$ cat src/design/vgarpf_pkg.sv
// Package for the VGA register port file.
// Bank sizes, register file map, port offsets and shared types.
// No dependencies.
`default_nettype none

package vgarpf_pkg;

	localparam int SEQ_COUNT     = 5;
	localparam int CRTC_COUNT    = 25;
	localparam int GC_COUNT      = 9;
	localparam int ATTR_COUNT    = 21;
	localparam int PALETTE_DEPTH = 256;

	// register file map: one memory holds all indexed banks
	localparam int SEQ_BASE  = 0;
	localparam int CRTC_BASE = SEQ_BASE + SEQ_COUNT;
	localparam int GC_BASE   = CRTC_BASE + CRTC_COUNT;
	localparam int ATTR_BASE = GC_BASE + GC_COUNT;
	localparam int REG_TOTAL = ATTR_BASE + ATTR_COUNT;
	localparam int REG_AW    = $clog2(REG_TOTAL);
	localparam int PAL_AW    = (PALETTE_DEPTH > 1) ? $clog2(PALETTE_DEPTH) : 1;

	localparam int PORT_W  = 5;
	localparam int DATA_W  = 8;
	localparam int COMP_W  = 6;
	localparam int ATTR_IW = 6;

	localparam logic [DATA_W-1:0] CRTC_PROTECT_REG = 8'h11;
	localparam int                CRTC_PROTECT_BIT = 7;
	localparam logic [DATA_W-1:0] CRTC_LOCK_LIMIT  = 8'h08;
	localparam bit CRTC_LOCK_EN = (CRTC_COUNT > 'h11);

	localparam logic [PORT_W-1:0] PORT_ATTR      = 5'h00;
	localparam logic [PORT_W-1:0] PORT_ATTR_DATA = 5'h01;
	localparam logic [PORT_W-1:0] PORT_MISC_WR   = 5'h02;
	localparam logic [PORT_W-1:0] PORT_SEQ_IDX   = 5'h04;
	localparam logic [PORT_W-1:0] PORT_SEQ_DATA  = 5'h05;
	localparam logic [PORT_W-1:0] PORT_DAC_WIDX  = 5'h08;
	localparam logic [PORT_W-1:0] PORT_DAC_DATA  = 5'h09;
	localparam logic [PORT_W-1:0] PORT_MISC_RD   = 5'h0C;
	localparam logic [PORT_W-1:0] PORT_GC_IDX    = 5'h0E;
	localparam logic [PORT_W-1:0] PORT_GC_DATA   = 5'h0F;
	localparam logic [PORT_W-1:0] PORT_CRTC_IDX  = 5'h14;
	localparam logic [PORT_W-1:0] PORT_CRTC_DATA = 5'h15;
	localparam logic [PORT_W-1:0] PORT_STATUS1   = 5'h1A;

	localparam logic CMD_READ  = 1'b0;
	localparam logic CMD_WRITE = 1'b1;

	typedef enum logic [1:0] {
		DAC_RED   = 2'd0,
		DAC_GREEN = 2'd1,
		DAC_BLUE  = 2'd2
	} dac_comp_t;

	// item in flight between the memory read and the output register
	typedef struct packed {
		logic              from_mem;
		logic              hit;
		logic              dec;
		logic [DATA_W-1:0] direct;
	} s1_info_t;

endpackage

`default_nettype wire

$ cat src/design/vgarpf_req_if.sv
// Request channel of the VGA register port file: one bus access per item.
// Depends on vgarpf_pkg.
`default_nettype none

interface vgarpf_req_if;
	import vgarpf_pkg::*;

	logic              valid;
	logic              ready;
	logic              command;
	logic [PORT_W-1:0] port;
	logic [DATA_W-1:0] wdata;

	modport source (output valid, output command, output port, output wdata, input ready);
	modport sink   (input valid, input command, input port, input wdata, output ready);
endinterface

`default_nettype wire

$ cat src/design/vgarpf_rsp_if.sv
// Response channel of the VGA register port file: one result per access.
// Depends on vgarpf_pkg.
`default_nettype none

interface vgarpf_rsp_if;
	import vgarpf_pkg::*;

	logic              valid;
	logic              ready;
	logic [DATA_W-1:0] rdata;
	logic              port_decoded;

	modport source (output valid, output rdata, output port_decoded, input ready);
	modport sink   (input valid, input rdata, input port_decoded, output ready);
endinterface

`default_nettype wire

$ cat src/design/vga_register_port_file_top.sv
// Top level of the VGA register port file: index/data banks in one register
// memory, attribute flip-flop, DAC write path and palette memory.
// Depends on vgarpf_pkg, vgarpf_req_if, vgarpf_rsp_if.
//
//  channel | direction | payload                  | accepted when
//  req     | in        | command, port, wdata     | req.valid && req.ready
//  rsp     | out       | rdata, port_decoded      | rsp.valid && rsp.ready
//
// One item per cycle sustained while rsp is not stalled; an access is held as the
// item in flight (register memory read as it is taken), then in the output register.
// The single read port of the register memory sets the figure.
// Reset clears all index and control registers and the per-entry valid bits of the
// register memory, so banks read zero until written; no clearing pass.
// A stalled rsp holds the item in flight, and req.ready drops while one is held.
`default_nettype none

module vga_register_port_file_top (
	input wire logic     clk,
	input wire logic     arst_n,
	vgarpf_req_if.sink   req,
	vgarpf_rsp_if.source rsp
);
	import vgarpf_pkg::*;

	logic [DATA_W-1:0]  misc_q;
	logic [DATA_W-1:0]  seq_idx_q;
	logic [DATA_W-1:0]  crtc_idx_q;
	logic [DATA_W-1:0]  gc_idx_q;
	logic [ATTR_IW-1:0] attr_idx_q;
	logic               attr_ff_q;
	logic [DATA_W-1:0]  dac_idx_q;
	dac_comp_t          dac_comp_q;
	logic [2*COMP_W-1:0] dac_rg_q;
	logic               crtc_prot_q;

	logic [DATA_W-1:0]    regs_mem [REG_TOTAL];
	logic [3*COMP_W-1:0]  pal_mem  [PALETTE_DEPTH];
	logic [REG_TOTAL-1:0] vld_q;
	logic [DATA_W-1:0]    mem_rd_s1;

	logic       s1_valid_q;
	s1_info_t   s1_q;
	s1_info_t   s1_d;
	logic       out_valid_q;
	logic [DATA_W-1:0] rdata_q;
	logic       dec_q;

	logic       adv;
	logic       acc;
	logic       wr;
	logic       mem_we;
	logic       mem_re;
	logic [REG_AW-1:0] maddr;
	logic       in_rng;
	logic       crtc_locked;
	logic       pal_we;
	logic [COMP_W-1:0] comp;

	assign adv       = !out_valid_q || rsp.ready;
	assign req.ready = !s1_valid_q || adv;
	assign acc       = req.valid && req.ready;
	assign wr        = (req.command == CMD_WRITE);
	assign comp      = req.wdata[COMP_W-1:0];

	assign crtc_locked = CRTC_LOCK_EN && crtc_prot_q && (crtc_idx_q < CRTC_LOCK_LIMIT);

	// decode: register memory address and enables, range check, palette write and direct read value
	always_comb begin
		maddr     = '0;
		in_rng    = 1'b0;
		mem_we    = 1'b0;
		mem_re    = 1'b0;
		pal_we    = 1'b0;
		s1_d      = '0;
		s1_d.dec  = 1'b1;
		case (req.port)
			PORT_ATTR: begin
				in_rng = ({3'b0, attr_idx_q[4:0]} < DATA_W'(ATTR_COUNT));
				maddr  = REG_AW'(ATTR_BASE) + REG_AW'(attr_idx_q[4:0]);
				mem_we = wr && attr_ff_q && in_rng;
				if (!wr) s1_d.direct = DATA_W'(attr_idx_q);
			end
			PORT_ATTR_DATA: begin
				in_rng = ({3'b0, attr_idx_q[4:0]} < DATA_W'(ATTR_COUNT));
				maddr  = REG_AW'(ATTR_BASE) + REG_AW'(attr_idx_q[4:0]);
				mem_re = !wr && in_rng;
			end
			PORT_MISC_WR, PORT_DAC_WIDX, PORT_MISC_RD, PORT_SEQ_IDX, PORT_GC_IDX,
			PORT_CRTC_IDX, PORT_STATUS1: begin
				if (!wr) begin
					case (req.port)
						PORT_DAC_WIDX: s1_d.direct = dac_idx_q;
						PORT_MISC_RD:  s1_d.direct = misc_q;
						PORT_SEQ_IDX:  s1_d.direct = seq_idx_q;
						PORT_GC_IDX:   s1_d.direct = gc_idx_q;
						PORT_CRTC_IDX: s1_d.direct = crtc_idx_q;
						default:       s1_d.direct = '0;
					endcase
				end
			end
			PORT_DAC_DATA: begin
				pal_we = wr && (dac_comp_q == DAC_BLUE) &&
					({1'b0, dac_idx_q} < (DATA_W+1)'(PALETTE_DEPTH));
			end
			PORT_SEQ_DATA: begin
				in_rng = (seq_idx_q < DATA_W'(SEQ_COUNT));
				maddr  = REG_AW'(SEQ_BASE) + REG_AW'(seq_idx_q);
				mem_we = wr && in_rng;
				mem_re = !wr && in_rng;
			end
			PORT_GC_DATA: begin
				in_rng = (gc_idx_q < DATA_W'(GC_COUNT));
				maddr  = REG_AW'(GC_BASE) + REG_AW'(gc_idx_q);
				mem_we = wr && in_rng;
				mem_re = !wr && in_rng;
			end
			PORT_CRTC_DATA: begin
				in_rng = (crtc_idx_q < DATA_W'(CRTC_COUNT));
				maddr  = REG_AW'(CRTC_BASE) + REG_AW'(crtc_idx_q);
				mem_we = wr && in_rng && !crtc_locked;
				mem_re = !wr && in_rng;
			end
			default: s1_d.dec = 1'b0;
		endcase
		s1_d.from_mem = mem_re;
		s1_d.hit      = vld_q[maddr];
	end

	// register memory and palette
	always_ff @(posedge clk) begin
		if (acc && mem_we) regs_mem[maddr] <= req.wdata;
		if (acc && mem_re) mem_rd_s1 <= regs_mem[maddr];
		if (acc && pal_we) pal_mem[dac_idx_q[PAL_AW-1:0]] <= {dac_rg_q, comp};
	end

	always_ff @(posedge clk or negedge arst_n) begin
		if (!arst_n) begin
			vld_q <= '0;
		end else if (acc && mem_we) begin
			vld_q[maddr] <= 1'b1;
		end
	end

	// index, flip-flop and DAC control registers
	always_ff @(posedge clk or negedge arst_n) begin
		if (!arst_n) begin
			misc_q      <= '0;
			seq_idx_q   <= '0;
			crtc_idx_q  <= '0;
			gc_idx_q    <= '0;
			attr_idx_q  <= '0;
			attr_ff_q   <= 1'b0;
			dac_idx_q   <= '0;
			dac_comp_q  <= DAC_RED;
			dac_rg_q    <= '0;
			crtc_prot_q <= 1'b0;
		end else if (acc) begin
			case (req.port)
				PORT_ATTR: begin
					if (wr) begin
						if (!attr_ff_q) attr_idx_q <= req.wdata[ATTR_IW-1:0];
						attr_ff_q <= !attr_ff_q;
					end
				end
				PORT_MISC_WR:  if (wr) misc_q <= req.wdata;
				PORT_SEQ_IDX:  if (wr) seq_idx_q <= req.wdata;
				PORT_GC_IDX:   if (wr) gc_idx_q <= req.wdata;
				PORT_CRTC_IDX: if (wr) crtc_idx_q <= req.wdata;
				PORT_CRTC_DATA: begin
					// shadow of the protect bit; index 0x11 is never itself locked
					if (wr && CRTC_LOCK_EN && crtc_idx_q == CRTC_PROTECT_REG)
						crtc_prot_q <= req.wdata[CRTC_PROTECT_BIT];
				end
				PORT_DAC_WIDX: begin
					if (wr) begin
						dac_idx_q  <= req.wdata;
						dac_comp_q <= DAC_RED;
					end
				end
				PORT_DAC_DATA: begin
					if (wr) begin
						case (dac_comp_q)
							DAC_RED: begin
								dac_rg_q[2*COMP_W-1:COMP_W] <= comp;
								dac_comp_q <= DAC_GREEN;
							end
							DAC_GREEN: begin
								dac_rg_q[COMP_W-1:0] <= comp;
								dac_comp_q <= DAC_BLUE;
							end
							default: begin
								dac_idx_q  <= dac_idx_q + DATA_W'(1);
								dac_comp_q <= DAC_RED;
							end
						endcase
					end
				end
				PORT_STATUS1: if (!wr) attr_ff_q <= 1'b0;
				default: ;
			endcase
		end
	end

	// item in flight and output register
	always_ff @(posedge clk or negedge arst_n) begin
		if (!arst_n) begin
			s1_valid_q  <= 1'b0;
			out_valid_q <= 1'b0;
		end else begin
			if (acc)
				s1_valid_q <= 1'b1;
			else if (adv)
				s1_valid_q <= 1'b0;
			if (adv)
				out_valid_q <= s1_valid_q;
		end
	end

	always_ff @(posedge clk) begin
		if (acc) s1_q <= s1_d;
		if (adv && s1_valid_q) begin
			rdata_q <= s1_q.from_mem ? (s1_q.hit ? mem_rd_s1 : '0) : s1_q.direct;
			dec_q   <= s1_q.dec;
		end
	end

	assign rsp.valid        = out_valid_q;
	assign rsp.rdata        = rdata_q;
	assign rsp.port_decoded = dec_q;

	// a held item must not be overwritten by a new access
	a_no_overrun: assert property (@(posedge clk) disable iff (!arst_n)
		s1_valid_q && !adv |-> !acc)
		else $error("access taken while item in flight is stalled");

	// every register memory write marks its entry valid
	a_vld_set: assert property (@(posedge clk) disable iff (!arst_n)
		acc && mem_we |=> vld_q[$past(maddr)])
		else $error("register memory entry not marked valid after write");

	// a status read puts the attribute flip-flop back into index phase
	a_ff_clear: assert property (@(posedge clk) disable iff (!arst_n)
		acc && !wr && req.port == PORT_STATUS1 |=> !attr_ff_q)
		else $error("attribute flip-flop not cleared by status read");

	// memory reads and writes never come from the same access
	a_rw_excl: assert property (@(posedge clk) disable iff (!arst_n)
		!(mem_we && mem_re))
		else $error("register memory read and write decoded together");

	// DAC sequencer only ever holds red, green or blue
	a_dac_comp: assert property (@(posedge clk) disable iff (!arst_n)
		dac_comp_q == DAC_RED || dac_comp_q == DAC_GREEN || dac_comp_q == DAC_BLUE)
		else $error("DAC component sequencer out of range");

endmodule

`default_nettype wire
$ cat src/flat_wrapper.sv
// flat-port wrapper written by rule: the top's interface ports become plain ports
module vga_register_port_file_top_flat import vgarpf_pkg::*;
  (clk, arst_n, req_valid, req_command, req_port, req_wdata, req_ready, rsp_valid, rsp_rdata, rsp_port_decoded, rsp_ready);
  vgarpf_req_if req_i ();
  vgarpf_rsp_if rsp_i ();
  input wire logic clk;
  input wire logic arst_n;
  input wire logic [$bits(req_i.valid)-1:0] req_valid;
  input wire logic [$bits(req_i.command)-1:0] req_command;
  input wire logic [$bits(req_i.port)-1:0] req_port;
  input wire logic [$bits(req_i.wdata)-1:0] req_wdata;
  output wire logic [$bits(req_i.ready)-1:0] req_ready;
  output wire logic [$bits(rsp_i.valid)-1:0] rsp_valid;
  output wire logic [$bits(rsp_i.rdata)-1:0] rsp_rdata;
  output wire logic [$bits(rsp_i.port_decoded)-1:0] rsp_port_decoded;
  input wire logic [$bits(rsp_i.ready)-1:0] rsp_ready;
  assign req_i.valid = req_valid;
  assign req_i.command = req_command;
  assign req_i.port = req_port;
  assign req_i.wdata = req_wdata;
  assign req_ready = req_i.ready;
  assign rsp_valid = rsp_i.valid;
  assign rsp_rdata = rsp_i.rdata;
  assign rsp_port_decoded = rsp_i.port_decoded;
  assign rsp_i.ready = rsp_ready;
  vga_register_port_file_top u_core (.clk(clk), .arst_n(arst_n), .req(req_i), .rsp(rsp_i));
endmodule
$ cat config.mk
export PLATFORM = sky130hd
export DESIGN_NAME = vga_register_port_file_top_flat
export DESIGN_NICKNAME = d
export VERILOG_FILES = /design/src/design/vgarpf_pkg.sv /design/src/design/vgarpf_req_if.sv /design/src/design/vgarpf_rsp_if.sv /design/src/design/vga_register_port_file_top.sv /design/src/flat_wrapper.sv
export SDC_FILE = /design/constraint.sdc
export NUM_CORES = 1
export LEC_CHECK = 0
export BUFFER_PORTS_ARGS = -buffer_cell sky130_fd_sc_hd__buf_2
export CORE_ASPECT_RATIO = 1.2
export CORE_MARGIN = 4
export CORE_UTILIZATION = 50
export CTS_CLUSTER_SIZE = 10
export DETAILED_ROUTE_END_ITERATION = 8
export GPL_TIMING_DRIVEN = 1
export HOLD_SLACK_MARGIN = 0.02
export PLACE_DENSITY = 0.69
export SYNTH_ARGS = -nofsm -noshare
export SYNTH_HDL_FRONTEND = slang
export SYNTH_SLANG_ARGS = --single-unit
$ cat constraint.sdc
create_clock -name clk -period 5.8 [get_ports clk]
set_input_delay 0.87 -clock clk [delete_from_list [all_inputs] [get_ports clk]]
set_output_delay 0.87 -clock clk [all_outputs]
set_load 0.02 [all_outputs]
==> results.cfg, run 1 <==
[pwr]
fin_total_pwr_mw = 9.57
leakage_nw = 9.48
pwr_density_cell_mw_per_mm2 = 342
vdd_drop_max_uv = 192

[timing]
finalSetupTns_ns = 0
final.setup_skew_ns = 0.0211
fin_crit_ns = 4.41
hold_viol = 0
finalSetupViolations = 0
fmax_ghz = 0.227
worst_pin_slew_ns = 1.26
worst_slack_ns = 1.39
fin_crit_sh_pct = 76.0
grt_setup_unrepaired = false
slew_viol_final = 0
relSlewSlack_pct = 15.1

[drt]
drt_iter0_markers = 1851
routed-via-count = 15900
drc_errors = 0
antenna_left = 0
totalWireLength_um = 68500
viasPerCell = 6.59
firstDrtPassIters = 8
routedWlPerCell_um = 28.3

[layout]
syn2layout_area_growth_pct = 12.3
drive_gt1_share_pct = 13.9
stdcell_area_mm2 = 0.0279
nNetsFinal = 1765
fin_cells = 2419
fillers = 3772

[clock_network]
numClockSinks = 620
cts-buffers-inserted = 72
path_clk_slew_ns = 0.06
cts-htree-levels = 3
ctsResizeCount = 0
hold_buffers = 0
cts_tree = yes
cts_root_buffer = clkbuf_16
clk_latency_ns = 0.60
cts_setup_buffers = 0
clockBufferDepth = 3

[floorplan]
die-area_mm2 = 0.0534
core_mm2 = 0.0492
die_w_um = 212
top_level_ports = 29
initial_core_util_pct = 50.5
core.rowCount = 89
die_h_um = 252

[job]
cap_viol_max_count = 0

[placed_design]
placed_cell_area_mm2 = 0.0259
hpwl_um = 43300
numPlacedInstances = 2304
pre_cts_slack_ns = 0.940
gp_congestion = 0.939
io_buffers = 28

[synthesis]
synth_cells = 1680
ys_ff_latch = 620
yosysSeqAreaShare_pct = 72.6
async_flop_share_pct = 18.1
yosysTopAreaCellShare_pct = 61.3
yosysMostFrequentCell = edfxtp_1
yosysWarnings = 0
syn-cell-area_mm2 = 0.0249
synthTopCellsByCount = edfxtp_1 (508), a22oi_1 (173), dfrtp_1 (112), nand2_1 (103), nor2_1 (96)
synth_flop_cell = edfxtp_1
synth-edff-count = 508
synth_area_leaders = edfxtp_1 (61%), dfrtp_1 (11%), a22oi_1 (5.2%)
ys_types = 76
yosysTopAreaCell = edfxtp_1
avgSynthCellArea_um2 = 14.8
syn_nets = 1704

[worst_setup_path]
cp.required_ns = 6.02
cp.arrival_ns = 4.63
critPathMaxFanout = 20
cp-end-kind = flip-flop
path_class = input port to flip-flop
start_kind = input port

[global_routing]
grt_pass1_vias = 15900
grt_max_degree = 76
antenna_found_initial = 3
grt_first_pass_wirelength_um = 103000
grt-ovfl-total = 0
track_usage_pct = 25.5

[worst_hold_path]
hold_path_class = input port to asynchronous set/reset pin

[status]
status = finished clean
==> per-stage QoR <==
stage               hold slack (ns)  util, %
floorplan                     0.400        -
global placement              0.426     52.6
detailed placement            0.423     52.6
CTS                           0.449     56.8
global route                  0.452     56.8
finish                        0.436     56.8
==> where the power goes <==
group | switching, mW | leakage [nW] | internal (mW)
Clock | 1.68 | 0.992 | 2.35
Sequential | 0.0762 | 6.08 | 4.90
Combinational | 0.384 | 2.40 | 0.177
Total | 2.14 | 9.48 | 7.43
==> worst max-delay path, cell delays in order <==
cell and delay [ns]:
buf_2 0.28, nand3b_1 0.24, nor2_1 0.44, nand3_1 0.12
nand2_1 0.14, a311oi_1 0.06, nor2_1 0.76, nand2_1 0.81
nor2_1 0.88
==> per-layer routing <==
metal	global-route usage (%)	share of wire, %	vias to the layer above
li1	-	-	6816
met1	32.6	37	8012
met2	41.5	49	905
met3	4.38	8.3	211
met4	14.6	6.2	2
met5	0	0.013	-
==> final timing paths <==
path	startpoint	to	slack [ns]	depth (start not counted)
setup / recovery	req_port[3]	u_core.regs_mem[55][6]	1.39	9
hold / removal	arst_n	u_core.seq_idx_q[3]	0.44	1
setup reg to reg	u_core.crtc_idx_q[0]	u_core.mem_rd_s1[0]	1.42	12
hold reg to reg	u_core.s1_q[8]	u_core.rsp.port_decoded	0.44	0
max in group asynchronous	arst_n	u_core.attr_idx_q[1]	4.30	2
min in group clk	u_core.s1_q[8]	u_core.rsp.port_decoded	0.44	0
==> cells by family (layout without fill, tap and decap cells) <==
| family | count (synthesis) | after routing | synth area share [%] |
|---|---|---|---|
| buf+inv | 134 | 235 | 2.57 |
| mux | 55 | 55 | 2.42 |
| simple gates | 411 | 411 | 8.40 |
| flops | 620 | 620 | 72.6 |
| compound gates | 446 | 446 | 13.4 |
| fa+ha+maj | 6 | 6 | 0.302 |
| xor+xnor | 8 | 8 | 0.282 |
| other cells | 0 | 1 | 0 |
==> cell type report <==
| class | count | area [um2] | area share, % |
|---|---|---|---|
| clock inverter | 6 | 82.6 | 0.296 |
| inverter | 22 | 82.6 | 0.296 |
| timing repair buffer | 99 | 701 | 2.51 |
| multi-input combinational | 926 | 6240 | 22.3 |
| antenna | 1 | 2.50 | 0.00896 |
| tap | 637 | 797 | 2.85 |
| sequential | 620 | 18100 | 64.6 |
| clock buffer | 108 | 1980 | 7.08 |
==> state kept, by name, indices dropped and copies added (netlist names) <==
signal / cells
u_core.attr_ff_q: 1
u_core.attr_idx_q: 6
u_core.crtc_idx_q: 8
u_core.crtc_prot_q: 1
u_core.dac_comp_q: 2
u_core.dac_idx_q: 8
u_core.gc_idx_q: 8
u_core.mem_rd_s1: 8
u_core.misc_q: 8
u_core.regs_mem: 480
u_core.rsp.port_decoded: 1
u_core.rsp.rdata: 8
u_core.rsp.valid: 1
u_core.s1_q: 11
u_core.s1_valid_q: 1
u_core.seq_idx_q: 8
u_core.vld_q: 60
==> cells in the final DEF, fill, tap and decap left out, drive strengths merged, types with 26 or more instances in the layout <==
cell type,instances
dfrtp,112
buf,99
nor2,96
a21oi,33
a22o,26
nand4,71
clkbuf,108
inv,27
nand2,103
edfxtp,508
mux2,41
nor3,35
o21ai,38
o21bai,61
a22oi,173
nand3,44
Power figures use the tool's default switching activity.
==> inputs of run 2 (changes only) <==
==> constraint.sdc (replaced) <==
create_clock -name clk -period 4.6 [get_ports clk]
set_input_delay 0.69 -clock clk [delete_from_list [all_inputs] [get_ports clk]]
set_output_delay 0.69 -clock clk [all_outputs]
set_load 0.02 [all_outputs]
==> results.cfg, run 2 (same netlist as run 1, synthesis figures left out) <==
[drt]
drc_errors = 0
totalWireLength_um = 69400
drt_iter0_markers = 2150
routed-via-count = 16400
firstDrtPassIters = 8
antenna_left = 0
viasPerCell = 6.62
routedWlPerCell_um = 28.1

[timing]
relSlewSlack_pct = 18.2
slew_viol_final = 0
final.setup_skew_ns = 0.0232
finalSetupViolations = 0
fin_crit_ns = 3.99
hold_viol = 0
finalSetupTns_ns = 0
fin_crit_sh_pct = 86.7
worst_slack_ns = 0.611
fmax_ghz = 0.251
worst_pin_slew_ns = 1.22
grt_setup_unrepaired = false

[worst_setup_path]
critPathMaxFanout = 35
cp.required_ns = 4.96
worstReg2RegStart = u_core.crtc_idx_q[0]
startpoint = u_core.crtc_idx_q[0]
cp-end-kind = flip-flop
start_kind = flip-flop
cp.arrival_ns = 4.35
reg2reg_depth = 10
path_class = flip-flop to flip-flop
r2r_slack_ns = 0.61

[pwr]
fin_total_pwr_mw = 12.1
leakage_nw = 9.83
vdd_drop_max_uv = 228
pwr_density_cell_mw_per_mm2 = 424

[layout]
syn2layout_area_growth_pct = 14.4
post-route-util_pct = 57.8
nNetsFinal = 1830
top_register = u_core.regs_mem
fillers = 3720
largest_register_ffs = 480
final_cell_mix = edfxtp_1 (508), a22oi_1 (173), buf_4 (131), dfrtp_1 (112), nand2_1 (103)
reg_top3 = u_core.regs_mem x480, u_core.vld_q x60, u_core.s1_q x11
drive_gt1_share_pct = 17.1
layout_commonest_cell = edfxtp_1

[clock_network]
clockBufferDepth = 3
path_clk_slew_ns = 0.06
clk_latency_ns = 0.63
hold_buffers = 0
numClockSinks = 620
cts_root_buffer = clkbuf_16
cts_setup_buffers = 0
cts-htree-levels = 3
cts_tree = yes
ctsResizeCount = 0
cts-buffers-inserted = 72

[global_routing]
grt_pass1_vias = 16100
track_usage_pct = 25.8
antenna_found_initial = 1
grt_max_degree = 67
grt_first_pass_wirelength_um = 104000
grt-ovfl-total = 0

[status]
status = finished clean

[floorplan]
core_mm2 = 0.0492
top_level_ports = 29
die-area_mm2 = 0.0534
core.rowCount = 89
die_h_um = 252
die_w_um = 212
initial_core_util_pct = 50.5

[placed_design]
io_buffers = 28
gp_congestion = 0.953
pre_cts_slack_ns = 0.312
hpwl_um = 44700

[job]
cap_viol_max_count = 0

[worst_hold_path]
hold_path_class = input port to asynchronous set/reset pin
[run 2: cell types whose count changed in the layout (fill, tap and decap cells not counted), sizes merged]
cell	delta
clkbuf	-11
inv	-2
buf	+65
clkinv	+2
[run 2: path summary, 6_finish.rpt]
check,endpoint
max reg2reg,u_core.mem_rd_s1[2]
max in group asynchronous,u_core.vld_q[24]
min reg2reg,u_core.rsp.port_decoded
min,u_core.misc_q[1]
max,u_core.mem_rd_s1[2]
min in group clk,u_core.s1_valid_q
[run 2: critical path: stages, from the launching register on]
cell and delay (ns):
dfrtp_1 0.48, inv_1 0.11, ha_1 0.31, nor3b_1 0.42, or3_2 0.56, nor3_4 0.13, buf_4 0.32, a22o_1 0.30
nor3_1 0.38, o2111ai_1 0.22, or4_1 0.46
[run 2: final cells by class]
class,count,area [um2],share of cell area [%]
tap,637,797,2.80
multi-input combinational,926,6240,21.9
sequential,620,18100,63.5
clock buffer,97,1950,6.85
clock inverter,6,85.1,0.299
antenna,1,2.50,0.00880
timing repair buffer,164,1240,4.35
inverter,22,82.6,0.290
[run 2: report_power, final]
part / switching [mW] / internal (mW)
Clock: 2.12 / 2.94
Sequential: 0.0970 / 6.17
Combinational: 0.496 / 0.238
Total: 2.71 / 9.36
[run 2: routing by layer]
metal	global-route usage [%]	wire, um	part of all wire (%)	up-vias
met5	0	0	0	-
met4	12.0	3430	4.9	0
met3	4.44	6270	9.0	187
met2	42.6	34100	49	1029
met1	33.7	25600	37	8206
li1	-	-	-	6939
[run 2: per-stage QoR]
step | instance area (um2) | std cells | hold WS, ns
finish | 28500 | 2473 | 0.100
global route | 28400 | 2472 | 0.134
CTS | 28400 | 2472 | 0.106
detailed placement | 26400 | 2369 | 0.426
global placement | 26400 | 2369 | 0.425
floorplan | 24900 | 1680 | 0.394
